<file path="src/sv/abf_pkg.sv">
// abf_pkg: shared types, constants and the bit expansion for the block framer
// used by abf_digit_shifter, abf_sequencer and audio_bit_expanding_block_framer_unit
// no dependencies
package abf_pkg;

   localparam int unsigned SAMPLE_W  = 24;
   localparam int unsigned GROUP_W   = 64;
   localparam int unsigned DIGIT_W   = 8;
   localparam int unsigned FRAME_W   = 6 * DIGIT_W;
   localparam int unsigned DIGITS_PER_FRAME = 6;
   localparam int unsigned RES_LIMIT = 64;

   // first pad result carries 0xfd then 0xff, all later pad results are zero
   localparam logic [GROUP_W-1:0] PAD_FIRST_GROUP = 64'h0000_0000_0000_FFFD;

   localparam logic MODE_16BIT = 1'b0;
   localparam logic MODE_24BIT = 1'b1;

   typedef struct packed {
      logic active;     // a result is waiting to be produced
      logic pad;        // result comes from the pad pattern
      logic pad_first;  // first pad result of the block
      logic last;       // final result of the current item
   } ctl_type;

   // one source bit per device byte, msb first
   function automatic logic [GROUP_W-1:0] expand_byte(input logic [DIGIT_W-1:0] b);
      logic [GROUP_W-1:0] g;
      g = '0;
      for (int i = 0; i < DIGIT_W; i++) begin
         g[8*i] = b[DIGIT_W-1-i];
      end
      return g;
   endfunction

endpackage

</file>
<file path="src/sv/abf_digit_shifter.sv">
// abf_digit_shifter: frame shift register, one byte leaves per shift cycle
// depends on abf_pkg
module abf_digit_shifter (
   input  logic                          clock,
   input  logic                          load,
   input  logic                          shift,
   input  logic                          sample_mode,
   input  logic [abf_pkg::SAMPLE_W-1:0]  left_sample,
   input  logic [abf_pkg::SAMPLE_W-1:0]  right_sample,
   output logic [abf_pkg::GROUP_W-1:0]   digit_group
);
   import abf_pkg::*;

   logic [FRAME_W-1:0] shift_ff;
   logic [FRAME_W-1:0] shift_in;
   logic [3*DIGIT_W-1:0] left_bytes;
   logic [3*DIGIT_W-1:0] right_bytes;

   always_comb begin
      if (sample_mode == MODE_24BIT) begin
         left_bytes  = left_sample;
         right_bytes = right_sample;
      end else begin
         left_bytes  = {left_sample[15:0], 8'h00};
         right_bytes = {right_sample[15:0], 8'h00};
      end
   end

   // zeros shift in behind the frame, so fill frames come out as zero
   always_comb begin
      priority if (load) begin
         shift_in = {left_bytes, right_bytes};
      end else if (shift) begin
         shift_in = {shift_ff[FRAME_W-DIGIT_W-1:0], {DIGIT_W{1'b0}}};
      end else begin
         shift_in = shift_ff;
      end
   end

   always_ff @(posedge clock) begin
      shift_ff <= shift_in;
   end

   assign digit_group = expand_byte(shift_ff[FRAME_W-1 -: DIGIT_W]);

endmodule

</file>
<file path="src/sv/abf_sequencer.sv">
// abf_sequencer: walks one item through data, zero fill and pad results
// holds the frames-in-block count; depends on abf_pkg
module abf_sequencer #(
   parameter int unsigned FRAMES_PER_BLOCK = 10,
   parameter int unsigned PAD_BYTES        = 32
) (
   input  logic              clock,
   input  logic              reset,
   input  logic              start,
   input  logic              end_of_period,
   input  logic              advance,
   output abf_pkg::ctl_type  ctl
);
   import abf_pkg::*;

   localparam int unsigned PAD_GROUPS = (PAD_BYTES + 7) / 8;
   localparam int unsigned PAD_CW     = (PAD_GROUPS > 1) ? $clog2(PAD_GROUPS) : 1;
   localparam int unsigned RES_CW     = $clog2(RES_LIMIT);

   localparam logic [1:0] ST_IDLE = 2'd0;
   localparam logic [1:0] ST_DATA = 2'd1;
   localparam logic [1:0] ST_FILL = 2'd2;
   localparam logic [1:0] ST_PAD  = 2'd3;

   logic [1:0]        state_ff,  state_in;
   logic [2:0]        digit_ff,  digit_in;
   logic [3:0]        fill_ff,   fill_in;
   logic [PAD_CW-1:0] pad_ff,    pad_in;
   logic [RES_CW-1:0] res_ff,    res_in;
   logic              do_pad_ff, do_pad_in;
   logic [3:0]        frames_ff, frames_in;

   logic [3:0] frames_next;
   logic       block_full;
   logic       frame_end;
   logic       more;
   logic       last;

   assign frames_next = frames_ff + 4'd1;
   assign block_full  = frames_next >= 4'(FRAMES_PER_BLOCK);
   assign frame_end   = digit_ff == 3'(DIGITS_PER_FRAME - 1);

   always_comb begin
      unique case (state_ff)
         ST_DATA: more = !frame_end || fill_ff != 4'd0 || do_pad_ff;
         ST_FILL: more = !frame_end || fill_ff != 4'd1 || do_pad_ff;
         ST_PAD:  more = pad_ff != PAD_CW'(PAD_GROUPS - 1);
         default: more = 1'b0;
      endcase
   end

   // results past the limit are dropped, so the limit also ends the item
   assign last = !more || res_ff == RES_CW'(RES_LIMIT - 1);

   always_comb begin
      state_in  = state_ff;
      digit_in  = digit_ff;
      fill_in   = fill_ff;
      pad_in    = pad_ff;
      res_in    = res_ff;
      do_pad_in = do_pad_ff;
      frames_in = frames_ff;
      priority if (start) begin
         state_in  = ST_DATA;
         digit_in  = '0;
         pad_in    = '0;
         res_in    = '0;
         do_pad_in = end_of_period || block_full;
         fill_in   = (end_of_period && !block_full) ?
                     4'(FRAMES_PER_BLOCK) - frames_next : 4'd0;
         frames_in = (end_of_period || block_full) ? 4'd0 : frames_next;
      end else if (advance && state_ff != ST_IDLE) begin
         res_in   = res_ff + RES_CW'(1);
         digit_in = frame_end ? 3'd0 : digit_ff + 3'd1;
         if (last) begin
            state_in = ST_IDLE;
         end else begin
            unique case (state_ff)
               ST_DATA: begin
                  if (frame_end) begin
                     state_in = (fill_ff != 4'd0) ? ST_FILL : ST_PAD;
                  end
               end
               ST_FILL: begin
                  if (frame_end) begin
                     fill_in = fill_ff - 4'd1;
                     if (fill_ff == 4'd1) begin
                        state_in = ST_PAD;
                     end
                  end
               end
               ST_PAD: begin
                  pad_in = pad_ff + PAD_CW'(1);
               end
               default: begin
                  state_in = ST_IDLE;
               end
            endcase
         end
      end else begin
         // idle or stalled: everything holds
      end
   end

   always_ff @(posedge clock) begin
      if (reset) begin
         state_ff  <= ST_IDLE;
         frames_ff <= 4'd0;
      end else begin
         state_ff  <= state_in;
         frames_ff <= frames_in;
      end
      digit_ff  <= digit_in;
      fill_ff   <= fill_in;
      pad_ff    <= pad_in;
      res_ff    <= res_in;
      do_pad_ff <= do_pad_in;
   end

   assign ctl.active    = state_ff != ST_IDLE;
   assign ctl.pad       = state_ff == ST_PAD;
   assign ctl.pad_first = pad_ff == '0;
   assign ctl.last      = last;

endmodule

</file>
<file path="src/sv/audio_bit_expanding_block_framer_unit.sv">
// audio_bit_expanding_block_framer_unit: top level of the bit-expanding block framer
// instantiates abf_digit_shifter and abf_sequencer; depends on abf_pkg
//
//   port group   direction   carries
//   req_         in          one stereo frame and its end-of-period flag per item
//   rsp_         out         one 64-bit group (eight device bytes) per result, last flag
//   csr_         in          sample_mode write, no read-back
//
// one result leaves per cycle while a valid output is not stalled: a frame gives
// 6 results, plus 6 per zero-filled frame and the pad results when the block closes
// (at most 64 results); the byte shift register and the result sequencer set this
// rate; the next frame is taken in the cycle its predecessor's last result is produced
// reset clears sample_mode, the frame count, the sequencer state and the valid flag
// rsp_stall holds a valid output register and pauses the sequencer
module audio_bit_expanding_block_framer_unit #(
   parameter int unsigned FRAMES_PER_BLOCK = 10,
   parameter int unsigned PAD_BYTES        = 32
) (
   input  logic                          clock,
   input  logic                          reset,
   input  logic                          csr_write_enable,
   input  logic                          csr_write_data,
   input  logic                          req_valid,
   output logic                          req_stall,
   input  logic [abf_pkg::SAMPLE_W-1:0]  req_left_sample,
   input  logic [abf_pkg::SAMPLE_W-1:0]  req_right_sample,
   input  logic                          req_end_of_period,
   output logic                          rsp_valid,
   input  logic                          rsp_stall,
   output logic [abf_pkg::GROUP_W-1:0]   rsp_bit_group,
   output logic                          rsp_last
);
   import abf_pkg::*;

   logic               sample_mode_ff;
   logic               rsp_valid_ff,     rsp_valid_in;
   logic [GROUP_W-1:0] rsp_bit_group_ff, rsp_bit_group_in;
   logic               rsp_last_ff;

   ctl_type            ctl;
   logic               advance;
   logic               start;
   logic [GROUP_W-1:0] digit_group;

   assign advance   = ctl.active && (!rsp_valid_ff || !rsp_stall);
   assign req_stall = ctl.active && !(advance && ctl.last);
   assign start     = req_valid && !req_stall;

   abf_sequencer #(
      .FRAMES_PER_BLOCK (FRAMES_PER_BLOCK),
      .PAD_BYTES        (PAD_BYTES)
   ) u_sequencer (
      .clock         (clock),
      .reset         (reset),
      .start         (start),
      .end_of_period (req_end_of_period),
      .advance       (advance),
      .ctl           (ctl)
   );

   abf_digit_shifter u_shifter (
      .clock        (clock),
      .load         (start),
      .shift        (advance),
      .sample_mode  (sample_mode_ff),
      .left_sample  (req_left_sample),
      .right_sample (req_right_sample),
      .digit_group  (digit_group)
   );

   always_comb begin
      if (ctl.pad) begin
         rsp_bit_group_in = ctl.pad_first ? PAD_FIRST_GROUP : '0;
      end else begin
         rsp_bit_group_in = digit_group;
      end
   end

   always_comb begin
      priority if (advance) begin
         rsp_valid_in = 1'b1;
      end else if (!rsp_stall) begin
         rsp_valid_in = 1'b0;
      end else begin
         rsp_valid_in = rsp_valid_ff;
      end
   end

   always_ff @(posedge clock) begin
      if (reset) begin
         sample_mode_ff <= MODE_16BIT;
         rsp_valid_ff   <= 1'b0;
      end else begin
         rsp_valid_ff <= rsp_valid_in;
         if (csr_write_enable) begin
            sample_mode_ff <= csr_write_data;
         end
      end
      if (advance) begin
         rsp_bit_group_ff <= rsp_bit_group_in;
         rsp_last_ff      <= ctl.last;
      end
   end

   assign rsp_valid     = rsp_valid_ff;
   assign rsp_bit_group = rsp_bit_group_ff;
   assign rsp_last      = rsp_last_ff;

endmodule

</file>
<file path="config.mk">
export PLATFORM = sky130hd
export DESIGN_NAME = audio_bit_expanding_block_framer_unit
export DESIGN_NICKNAME = d
export VERILOG_FILES = /design/src/sv/abf_pkg.sv /design/src/sv/abf_digit_shifter.sv /design/src/sv/abf_sequencer.sv /design/src/sv/audio_bit_expanding_block_framer_unit.sv
export SDC_FILE = /design/constraint.sdc
export NUM_CORES = 1
export LEC_CHECK = 0
export ABC_AREA = 0
export BUFFER_PORTS_ARGS = -buffer_cell sky130_fd_sc_hd__buf_2
export CORE_ASPECT_RATIO = 1.1
export CORE_MARGIN = 10
export CORE_UTILIZATION = 57
export DETAILED_ROUTE_END_ITERATION = 16
export GPL_TIMING_DRIVEN = 0
export PLACE_DENSITY = 0.85
export SLEW_MARGIN = 20
export SYNTH_ARGS = -nofsm -noshare
export SYNTH_HDL_FRONTEND = slang
export SYNTH_HIERARCHICAL = 1
export SYNTH_SLANG_ARGS = --single-unit
</file>
<file path="constraint.sdc">
create_clock -name clock -period 4.2 [get_ports clock]
set_clock_uncertainty 0.05 [all_clocks]
set_input_delay 0.42 -clock clock [delete_from_list [all_inputs] [get_ports clock]]
set_output_delay 0.42 -clock clock [all_outputs]
set_load 0.1 [all_outputs]
</file>
==> key figures, run 1 <==
Floorplanning
  – Die height: 134 microns
  – Initial Util: 0.587
  – Top Ports: 122
  – Die area: 16600 sq um
  – Cell Rows: 41
  – Core area: 11500 sq um
  – Die X: 124 microns

Power and ir drop
  – NetSw: 1.29 mW
  – Int Power: 3.00 mW
  – Clock power frac: 0.379
  – Sequential Power Share: 0.408
  – Gate power share: 0.213
  – Worst vdd ir: 0.262 mV
  – Switching Share: 0.301
  – Pleak: 3.60 nW
  – Pwr Density: 507 nW/um^2

Logic synthesis
  – Post-Synth XOR/XNOR Area: 0.0168
  – Top-area cell type share of the netlist area: 0.523
  – Mapped Cells: 557
  – Netlist cell types: 57
  – Main combinational cell family by area after synthesis: simple AND/OR/NAND/NOR gates
  – Synth Area in Compound Gates: 0.0881
  – Simple-Gate Fraction of Synth Area: 0.120
  – Mux share of post-synthesis cell area: 0.0517
  – Mapped Area: 6770 sq um
  – Async set or reset register ratio after synthesis: 0
  – Top_reg_cell synth: edfxtp_1
  – Top cells by area, synth: edfxtp_1, buf_4, dfxtp_1
  – EDFF count, synth: 118
  – Seq/Total Area, Yosys: 0.579
  – Avg Cell Area, Syn: 12.2 sq um
  – Seq cells post-synth: 137
  – Adder-Cell Fraction of Synth Area: 0.0240
  – Cell taking the most area after synthesis: edfxtp_1
  – Yosys warnings: 6

Clock network
  – CTS root buf: clkbuf_16
  – TritonCTS buffer count: 17
  – Longest Clk Path Bufs: 2
  – Cts repair resizes: 0
  – Cts hold-fix bufs: 0
  – CTS Sinks: 137
  – Reg clk slew, reported paths: 60 ps
  – CTS tree: yes
  – Postcts setup bufs: 0
  – H-tree Lvls: 4
  – Worst-Skew Late Latency: 410 ps

Routing
  – Met2 WL: 7.31 mm
  – Final ANT Viol Nets: 0
  – # DRC: 0
  – Vias: 4463
  – Top layer in use: met4
  – WL final: 14.1 mm
  – Met3 wire length: 1.20 mm
  – Met1 WL: 5.47 mm
  – Initial drt markers: 332
  – Pre-antenna DRT Iters: 5
  – Vias per cell: 4.87
  – Routed length per instance: 15.4 microns

GRT
  – Largest net degree at the start of global routing: 62
  – Antenna violations before repair: 0
  – First-pass GRT wire length: 22.4 mm
  – Gr usage total: 0.172
  – Gr ovfl total: 0
  – Vias in the first global route: 4676

Timing
  – Max-Slew Margin vs Limit: 0.557
  – RSZ-0062 raised after global routing: false
  – Worst-margin pin slew: 648 ps
  – Final Hold Viols: 0
  – Final setup fails: 0
  – Slew Viols, Final: 0
  – Fin crit period: 3150 ps
  – Max Clock Freq: 0.318 GHz
  – Final period utilization: 0.750

Layout
  – Highest-count cells in the layout ignoring fill and taps: buf_2, edfxtp_1, buf_4, conb_1, nor2b_1
  – Most common cell after layout, fill and taps aside: buf_2
  – Layout cells sized above 1: 0.347
  – Fin cells: 916
  – Synth-to-Final Area Change: 24.8%
  – Util after Layout: 0.733
  – # nets final: 821
  – Ant diodes: 0

Setup path
  – Crit path cell chain: inv_1 -> ha_1 -> mux2i_1 -> or2_4 -> o21ai_4 -> buf_4 -> a31o_2 -> clkbuf_1 -> buf_2 -> buf_1 -> nor2_1
  – CP max-delay cell: dfxtp_1
  – Crit path capture type: flop
  – Slowest cell delay on critical path: 400 ps
  – Crit Path Max Fanout: 10
  – Worst EP arrival: 3380 ps
  – Worst Setup Start Kind: flop
  – CP delay by family, top: buffers and inverters
  – WP data required: 4430 ps
  – Worst Path Buf+Inv: 5
  – CP Class: flop to flop

Place
  – Cells after DPL: 884
  – DP Wirelength: 9.98 mm
  – Port Buffers: 121
  – RD Place Congestion: 0.817

Flow run
  – Maxcap violations: 0

Worst hold path
  – Hold WC Path Type: input pin to flop

Status
  – Run status: complete, no violations
## cell families after synthesis
group	Yosys count
compound gates	87
flops	137
mux	35
fa+ha+maj	13
other cells	1
buf+inv	120
simple gates	151
xor+xnor	13
## state kept, by name, summed over array words and instances, names as in the netlist, 2 cells and up
| register | cells |
|---|---|
| rsp_bit_group | 64 |
| u_sequencer/digit_ff | 3 |
| u_sequencer/fill_ff | 4 |
| u_sequencer/frames_ff | 4 |
| u_sequencer/pad_ff | 2 |
| u_sequencer/res_ff | 6 |
| u_sequencer/state_ff | 2 |
| u_shifter/shift_ff | 48 |
## power groups by stage
stage          sequential, mW  combinational (mW)  clock (mW)
6_report                 1.75               0.914        1.62
3_3_place_gp             1.77               0.875           0
2_1_floorplan            2.16               0.342           0
4_1_cts                  1.75               0.908        1.65
3_5_place_dp             1.77               0.899           0
5_1_grt                  1.76               0.971        1.71
## final timing paths
kind                                                           start  slack [ps]                              endpoint  cells after the start
worst max-delay path            u_sequencer/state_ff[0]$_SDFFE_PP0P_        1050  u_sequencer/digit_ff[0]$_SDFFE_PP0P_                     11
worst min-delay path                                           reset         150                rsp_valid$_SDFFE_PP0P_                      2
worst max register to register  u_sequencer/state_ff[0]$_SDFFE_PP0P_        1050  u_sequencer/digit_ff[0]$_SDFFE_PP0P_                     11
worst min register to register    u_sequencer/res_ff[1]$_SDFFE_PP0P_         440    u_sequencer/res_ff[1]$_SDFFE_PP0P_                      2
## cells in the mapped netlist (2+ instances only)
cell,instances
nand2_1,11
nor2b_1,52
nand2b_1,4
dfxtp_1,19
nor4bb_1,2
buf_2,11
ha_1,13
clkbuf_1,3
buf_4,68
a22o_1,8
a21oi_1,41
xor2_1,5
nor3_1,2
o22ai_1,5
nand4_1,2
and3_1,8
nand3_1,5
nor2_1,51
nand3b_1,2
o21ai_0,8
mux2i_1,35
xnor2_1,8
edfxtp_1,118
buf_12,3
buf_6,5
inv_1,28
o21ai_2,10
## stage by stage
step / setup TNS, ps / hold slack (ps) / instance area, sq um / setup slack, ps / total power, mW
detailed placement: 0 / 447 / 7800 / 980 / 2.67
global placement: -11890 / 414 / 7770 / -241 / 2.64
CTS: 0 / 132 / 8450 / 921 / 4.31
finish: 0 / 154 / 8460 / 1050 / 4.29
global route: 0 / 145 / 8460 / 934 / 4.44
floorplan: 0 / 404 / 6980 / 192 / 2.50
## cell type report
class,count,area [sq um]
clock inverters,14,221
multi-input cells,355,2250
repair buffers,122,633
fillers,773,3090
inverters,28,105
well taps,150,188
plain buffers,92,702
clock buffers,18,429
flip-flops and latches,137,3920
## metal layers
layer,global-route usage,vias up
li1,-,2220
met5,0,-
met4,0.0685,0
met2,0.309,152
met3,0.0474,13
met1,0.184,2078
(Power assumes the default switching activity.)
==> inputs of run 2 (changes only) <==
--- a/config.mk
+++ b/config.mk
@@ -5,14 +5,14 @@
 export SDC_FILE = /design/constraint.sdc
 export NUM_CORES = 1
 export LEC_CHECK = 0
-export ABC_AREA = 0
+export ABC_AREA = 1
 export BUFFER_PORTS_ARGS = -buffer_cell sky130_fd_sc_hd__buf_2
 export CORE_ASPECT_RATIO = 1.1
 export CORE_MARGIN = 10
-export CORE_UTILIZATION = 57
+export CORE_UTILIZATION = 58
 export DETAILED_ROUTE_END_ITERATION = 16
 export GPL_TIMING_DRIVEN = 0
-export PLACE_DENSITY = 0.85
+export PLACE_DENSITY = 0.86
 export SLEW_MARGIN = 20
 export SYNTH_ARGS = -nofsm -noshare
 export SYNTH_HDL_FRONTEND = slang
==> constraint.sdc (replaced) <==
create_clock -name clock -period 2.95 [get_ports clock]
set_clock_uncertainty 0.05 [all_clocks]
set_input_delay 0.295 -clock clock [delete_from_list [all_inputs] [get_ports clock]]
set_output_delay 0.295 -clock clock [all_outputs]
set_load 0.1 [all_outputs]
==> key figures, run 2 <==
GRT
  – Gr usage total: 0.170 (-0.00171)
  – Gr ovfl total: 0 (unchanged)
  – Antenna violations before repair: 0 (unchanged)
  – Vias in the first global route: 5165 (+10%)
  – First-pass GRT wire length: 23.5 mm (+4.8%)
  – Largest net degree at the start of global routing: 49 (-21%)

Floorplanning
  – Die area: 16800 sq um (+0.94%)
  – Die height: 135 microns (+0.47%)
  – Cell Rows: 41 (unchanged)
  – Initial Util: 0.601 (+0.0142)
  – Top Ports: 122 (unchanged)
  – Die X: 125 microns (+0.46%)
  – Core area: 11600 sq um (+0.44%)

Logic synthesis
  – Count leader, synth: nand2_1
  – Mapped Area: 6970 sq um (+2.9%)
  – EDFF count, synth: 118 (unchanged)
  – Mapped Cells: 756 (+36%)
  – Cell taking the most area after synthesis: edfxtp_1
  – Top_reg_cell synth: edfxtp_1
  – Top cells by area, synth: edfxtp_1, nand2_1, buf_4
  – Mux share of post-synthesis cell area: 0 (-0.0517)
  – Top-area cell type share of the netlist area: 0.508 (-0.0147)
  – Avg Cell Area, Syn: 9.22 sq um (-24%)
  – Seq/Total Area, Yosys: 0.563 (-0.0162)
  – Simple-Gate Fraction of Synth Area: 0.177 (+0.0562)
  – Post-synth top cells: nand2_1, inv_1, edfxtp_1
  – Netlist cell types: 35 (-39%)
  – Yosys warnings: 6 (unchanged)
  – Adder-Cell Fraction of Synth Area: 0.0233 (-0.000673)
  – Post-Synth XOR/XNOR Area: 0.00503 (-0.0118)
  – Async set or reset register ratio after synthesis: 0 (unchanged)
  – Synth Area in Compound Gates: 0.0506 (-0.0375)
  – Seq cells post-synth: 137 (unchanged)
  – Main combinational cell family by area after synthesis: buffers and inverters

Clock network
  – Worst-Skew Late Latency: 410 ps (about the same)
  – Reg clk slew, reported paths: 60 ps (about the same)
  – TritonCTS buffer count: 17 (unchanged)
  – CTS Sinks: 137 (unchanged)
  – CTS tree: yes
  – CTS root buf: clkbuf_16
  – Longest Clk Path Bufs: 2 (unchanged)
  – H-tree Lvls: 4 (unchanged)
  – Postcts setup bufs: 0 (unchanged)

Timing
  – Slew Viols, Final: 0 (unchanged)
  – Final Hold Viols: 0 (unchanged)
  – Worst-margin pin slew: 565 ps (-82.9 ps)
  – Max Clock Freq: 0.366 GHz
  – Final setup fails: 0 (unchanged)
  – Hold_ws: 34.6 ps (-119 ps)
  – Max-Slew Margin vs Limit: 0.623 (+0.0665)
  – Fin crit period: 2730 ps
  – Setup ws final: 217 ps (-834 ps)
  – RSZ-0062 raised after global routing: false
  – Final period utilization: 0.926

Layout
  – Layout cells sized above 1: 0.289 (-0.0580)
  – Synth-to-Final Area Change: 25.5%
  – Fin cells: 1118 (+22%)
  – Most common cell after layout, fill and taps aside: nand2_1
  – Highest-count cells in the layout ignoring fill and taps: nand2_1, inv_1, buf_2, edfxtp_1, buf_4
  – Ant diodes: 0 (unchanged)
  – # nets final: 1023 (+25%)
  – Max FFs per register: 64 (unchanged)

Routing
  – Routed length per instance: 12.7 microns (-18%)
  – Vias per cell: 4.59 (-5.8%)
  – Final ANT Viol Nets: 0 (unchanged)
  – Pre-antenna DRT Iters: 5 (unchanged)
  – WL final: 14.2 mm (+0.54%)
  – Vias: 5132 (+15%)
  – Initial drt markers: 416 (+25%)
  – # DRC: 0 (unchanged)

Place
  – DP Wirelength: 10.4 mm (+3.8%)
  – Cells after DPL: 1085 (+23%)
  – Pre-CTS setup slack: -211 ps (-1190 ps)
  – RD Place Congestion: 0.841 (+3.0%)
  – Port Buffers: 121 (unchanged)

Power and ir drop
  – Pleak: 4.15 nW (+15%)
  – Worst vdd ir: 0.510 mV (+95%)
  – Pwr Density: 754 nW/um^2 (+49%)

Flow run
  – Maxcap violations: 0 (unchanged)

Setup path
  – CP Class: flop to output pin
  – WP data required: 2610 ps (-1820 ps)
  – Worst Setup Start Kind: flop
  – Crit Path Max Fanout: 6 (-4)
  – Worst EP arrival: 2390 ps (-990 ps)
  – Crit path capture type: output pin

Status
  – Run status: complete, no violations

Worst hold path
  – Hold WC Path Type: input pin to flop
run 2: cell types whose count changed in the layout (fill, tap and decap cells not counted), moves of 8 or more:
cell,change
nor2_1,+16
nor2b_1,-52
and3_1,-8
o21ai_0,+20
nand2_1,+148
a21oi_1,-27
nand2_2,+10
nand3_1,+40
a22o_1,-8
o21ai_1,+8
mux2i_1,-35
inv_1,+115
run 2: logic make-up after synthesis:
group                    Yosys count
AO/OA/AOI/OAI                     64
adder cells (fa/ha/maj)           13
XOR/XNOR                           4
flip-flops                       137
other                              1
buffers and inverters            242
AND/OR/NAND/NOR                  295
run 2: stage by stage:
step	TNS, ps	cell area, sq um	power [mW]	utilization
final	0	8750	6.59	0.755
after global routing	0	8750	6.86	0.755
after CTS	0	8730	6.61	0.753
after detailed placement	-10240	8100	4.35	0.699
after global placement	-45130	8020	4.27	0.691
after floorplan	-4190	7220	4.02	-
run 2: final timing paths:
kind,from,to,slack [ps],cells after the start
worst min register to register,u_sequencer/res_ff[4]$_SDFFE_PP0P_,u_sequencer/res_ff[4]$_SDFFE_PP0P_,440,1
worst max-delay path,u_sequencer/fill_ff[0]$_DFFE_PP_,req_stall,220,10
worst min-delay path,reset,rsp_valid$_SDFFE_PP0P_,30,2
worst max register to register,u_sequencer/fill_ff[1]$_DFFE_PP_,u_shifter/shift_ff[14]$_DFFE_PP_,250,13
run 2: per-layer routing:
layer	vias up	track usage	part of all wire
met1	2322	0.193	0.42
met4	0	0.0570	0.0091
met2	146	0.303	0.51
li1	2654	-	-
met5	-	0	0
met3	10	0.0478	0.055
run 2: power breakdown:
part           internal (mW)  switching (mW)  total, mW  leakage, nW
Clock                   1.49           0.767       2.26        0.299
Sequential              2.49          0.0948       2.58         1.32
Combinational          0.414            1.34       1.76         2.53
run 2: cell type report:
| class | instances | area, sq um |
|---|---|---|
| buffer | 91 | 693 |
| clock buffer | 18 | 429 |
| clock inverter | 14 | 203 |
| fill | 771 | 2850 |
| inverter | 151 | 572 |
| multi-input combinational | 433 | 2050 |
| sequential | 137 | 3930 |
| tap | 150 | 188 |
| timing repair buffer | 124 | 688 |
run 2: worst max-delay path, stage by stage, from the launching register on:
cell and delay (ps):
edfxtp_1 440, ha_1 230, nand2_1 80, nand2_1 80, nand3_1 90, nand2_1 50, nand2_1 140, nand2_1 110
buf_4 180, a21oi_1 140, buf_2 440
run 2: repair_timing:
action	CTS	global route
resized for setup	2	5
hold buffers	0	0
cloned	0	1
setup endpoints to repair	52	62
==> inputs of run 3 (changes only) <==
--- a/config.mk
+++ b/config.mk
@@ -13,6 +13,7 @@
 export DETAILED_ROUTE_END_ITERATION = 16
 export GPL_TIMING_DRIVEN = 0
 export PLACE_DENSITY = 0.86
+export REMOVE_ABC_BUFFERS = 1
 export SLEW_MARGIN = 20
 export SYNTH_ARGS = -nofsm -noshare
 export SYNTH_HDL_FRONTEND = slang
==> key figures, run 3 (same netlist as run 2, synthesis figures left out) <==
Routing
  – WL final: 13.7 mm (-4.0%)
  – Vias per cell: 4.69 (+2.2%)
  – Vias: 4846 (-5.6%)
  – Pre-antenna DRT Iters: 5 (unchanged)
  – Final ANT Viol Nets: 0 (unchanged)
  – Routed length per instance: 13.2 microns (+3.9%)
  – Initial drt markers: 359 (-14%)
  – # DRC: 0 (unchanged)

Floorplanning
  – Die area: 16800 sq um (unchanged)
  – Core area: 11600 sq um (unchanged)
  – Die height: 135 microns (unchanged)
  – Die X: 125 microns (unchanged)
  – Initial Util: 0.601 (unchanged)
  – Top Ports: 122 (unchanged)
  – Cell Rows: 41 (unchanged)

Power and ir drop
  – Pleak: 3.71 nW (-11%)
  – Clock power frac: 0.345 (+0.003)
  – Worst vdd ir: 0.558 mV (+9.3%)
  – Switching Share: 0.344 (+0.00962)
  – Sequential Power Share: 0.402 (+0.010)
  – Pwr Density: 794 nW/um^2 (+5.4%)
  – Gate power share: 0.253 (-0.013)
  – Int Power: 4.22 mW (-3.7%)
  – NetSw: 2.22 mW (+0.48%)

Clock network
  – Worst-Skew Late Latency: 410 ps (about the same)
  – CTS root buf: clkbuf_16
  – Reg clk slew, reported paths: 60 ps (about the same)
  – CTS Sinks: 137 (unchanged)
  – H-tree Lvls: 4 (unchanged)
  – TritonCTS buffer count: 17 (unchanged)
  – CTS tree: yes
  – Longest Clk Path Bufs: 2 (unchanged)

GRT
  – Largest net degree at the start of global routing: 41 (-16%)
  – Met1 Usage GRT: 0.185 (-0.00800)
  – Vias in the first global route: 4791 (-7.2%)
  – M3 GR Usage: 0.0513 (+0.00352)
  – First-pass GRT wire length: 22.0 mm (-6.2%)
  – Gr ovfl total: 0 (unchanged)
  – Gr usage total: 0.161 (-0.00893)
  – Met2 Use GR: 0.274 (-0.0284)
  – Layer with the highest usage: met2
  – Antenna violations before repair: 0 (unchanged)

Setup path
  – Crit path capture type: flop
  – CP Class: flop to flop
  – Worst EP arrival: 3100 ps (+710 ps)
  – Worst Setup Start Kind: flop
  – Crit Path Max Fanout: 13 (+7)
  – WP data required: 3250 ps (+640 ps)

Layout
  – Fin cells: 1033 (-7.6%)
  – Layout cells sized above 1: 0.215 (-0.0741)
  – Synth-to-Final Area Change: 16.3%
  – Highest-count cells in the layout ignoring fill and taps: nand2_1, inv_1, buf_2, edfxtp_1, nor2_1
  – Max FFs per register: 64 (unchanged)
  – Ant diodes: 0 (unchanged)
  – # nets final: 938 (-8.3%)
  – Most common cell after layout, fill and taps aside: nand2_1

Place
  – Pre-CTS setup slack: -622 ps (-411 ps)
  – DP Wirelength: 8.86 mm (-15%)
  – RD Place Congestion: 0.778 (-7.5%)
  – Port Buffers: 121 (unchanged)
  – Cells after DPL: 994 (-8.4%)

Timing
  – Fin crit period: 2810 ps (+72.6 ps)
  – Final period utilization: 0.951 (+0.0246)
  – Final setup fails: 0 (unchanged)
  – Worst-margin pin slew: 747 ps (+182 ps)
  – RSZ-0062 raised after global routing: false
  – Max-Slew Margin vs Limit: 0.502 (-0.121)
  – Max Clock Freq: 0.356 GHz (-2.6%)
  – Final Hold Viols: 0 (unchanged)
  – Setup ws final: 145 ps (-72.6 ps)
  – Slew Viols, Final: 0 (unchanged)

Flow run
  – Maxcap violations: 0 (unchanged)

Status
  – Run status: complete, no violations

Worst hold path
  – Hold WC Path Type: input pin to flop
[run 3: changes by cell type in the layout (fill, tap and decap cells not counted), sizes merged]
cell	before	now
clkinvlp	3	1
buf	212	129
bufinv	5	4
clkbuf	21	18
clkinv	5	8
a21oi	17	18
[run 3: per-stage QoR]
step                TNS, ps  total power, mW   util  hold WS (ps)  instance area [sq um]
floorplan           -357580             3.91      -           314                   6490
global placement    -623560             4.16  0.628           405                   7280
detailed placement   -31260             4.22  0.638           423                   7400
CTS                       0             6.48  0.699          57.7                   8100
global route              0             6.71  0.699          71.4                   8110
finish                    0             6.44  0.699          79.0                   8110
[run 3: path summary, 6_finish.rpt]
path / start / to / slack, ps / cells past startpoint
worst max-delay path: u_sequencer/state_ff[0]$_SDFFE_PP0P_ / u_sequencer/state_ff[1]$_SDFFE_PP0P_ / 140 / 11
worst min-delay path: reset / sample_mode_ff$_SDFFE_PP0P_ / 80 / 2
worst max register to register: u_sequencer/state_ff[0]$_SDFFE_PP0P_ / u_sequencer/state_ff[1]$_SDFFE_PP0P_ / 140 / 11
worst min register to register: u_sequencer/res_ff[1]$_SDFFE_PP0P_ / u_sequencer/res_ff[1]$_SDFFE_PP0P_ / 430 / 2
[run 3: layer usage]
layer	part of all wire	wire, microns	vias to the layer above
met4	0.015	201	0
met3	0.069	941	22
li1	-	-	2479
met2	0.49	6640	180
met5	0	0	-
met1	0.43	5870	2165
[run 3: cell type report]
class | instances | area, sq um
clock buffer | 18 | 429
sequential | 137 | 3930
timing repair buffer | 129 | 738
inverter | 151 | 574
clock inverter | 14 | 199
multi-input combinational | 434 | 2050
tap | 150 | 188
fill | 902 | 3490
[run 3: what timing repair did]
item	4_1_cts	5_1_grt
setup endpoints to repair	95	40
cloned	2	0
hold buffers	0	0
pin swaps	1	0
setup buffers	5	0
gates resized for setup	3	2
[run 3: power by group through the flow]
stage	Clock, mW	Sequential [mW]	Combinational (mW)
final	2.22	2.59	1.63
after CTS	2.26	2.59	1.63
after detailed placement	0	2.63	1.59
after global routing	2.35	2.62	1.74
after floorplan	0	3.44	0.464
after global placement	0	2.64	1.52
[run 3: worst max-delay path: stages, from the launching register on]
cell	delay (ps)
dfxtp_1	400
inv_1	100
ha_1	240
a21oi_1	420
nand2_1	200
nand2_1	280
a21oi_4	120
buf_4	160
inv_1	300
nand2_1	190
o21bai_1	200
nor2_1	70
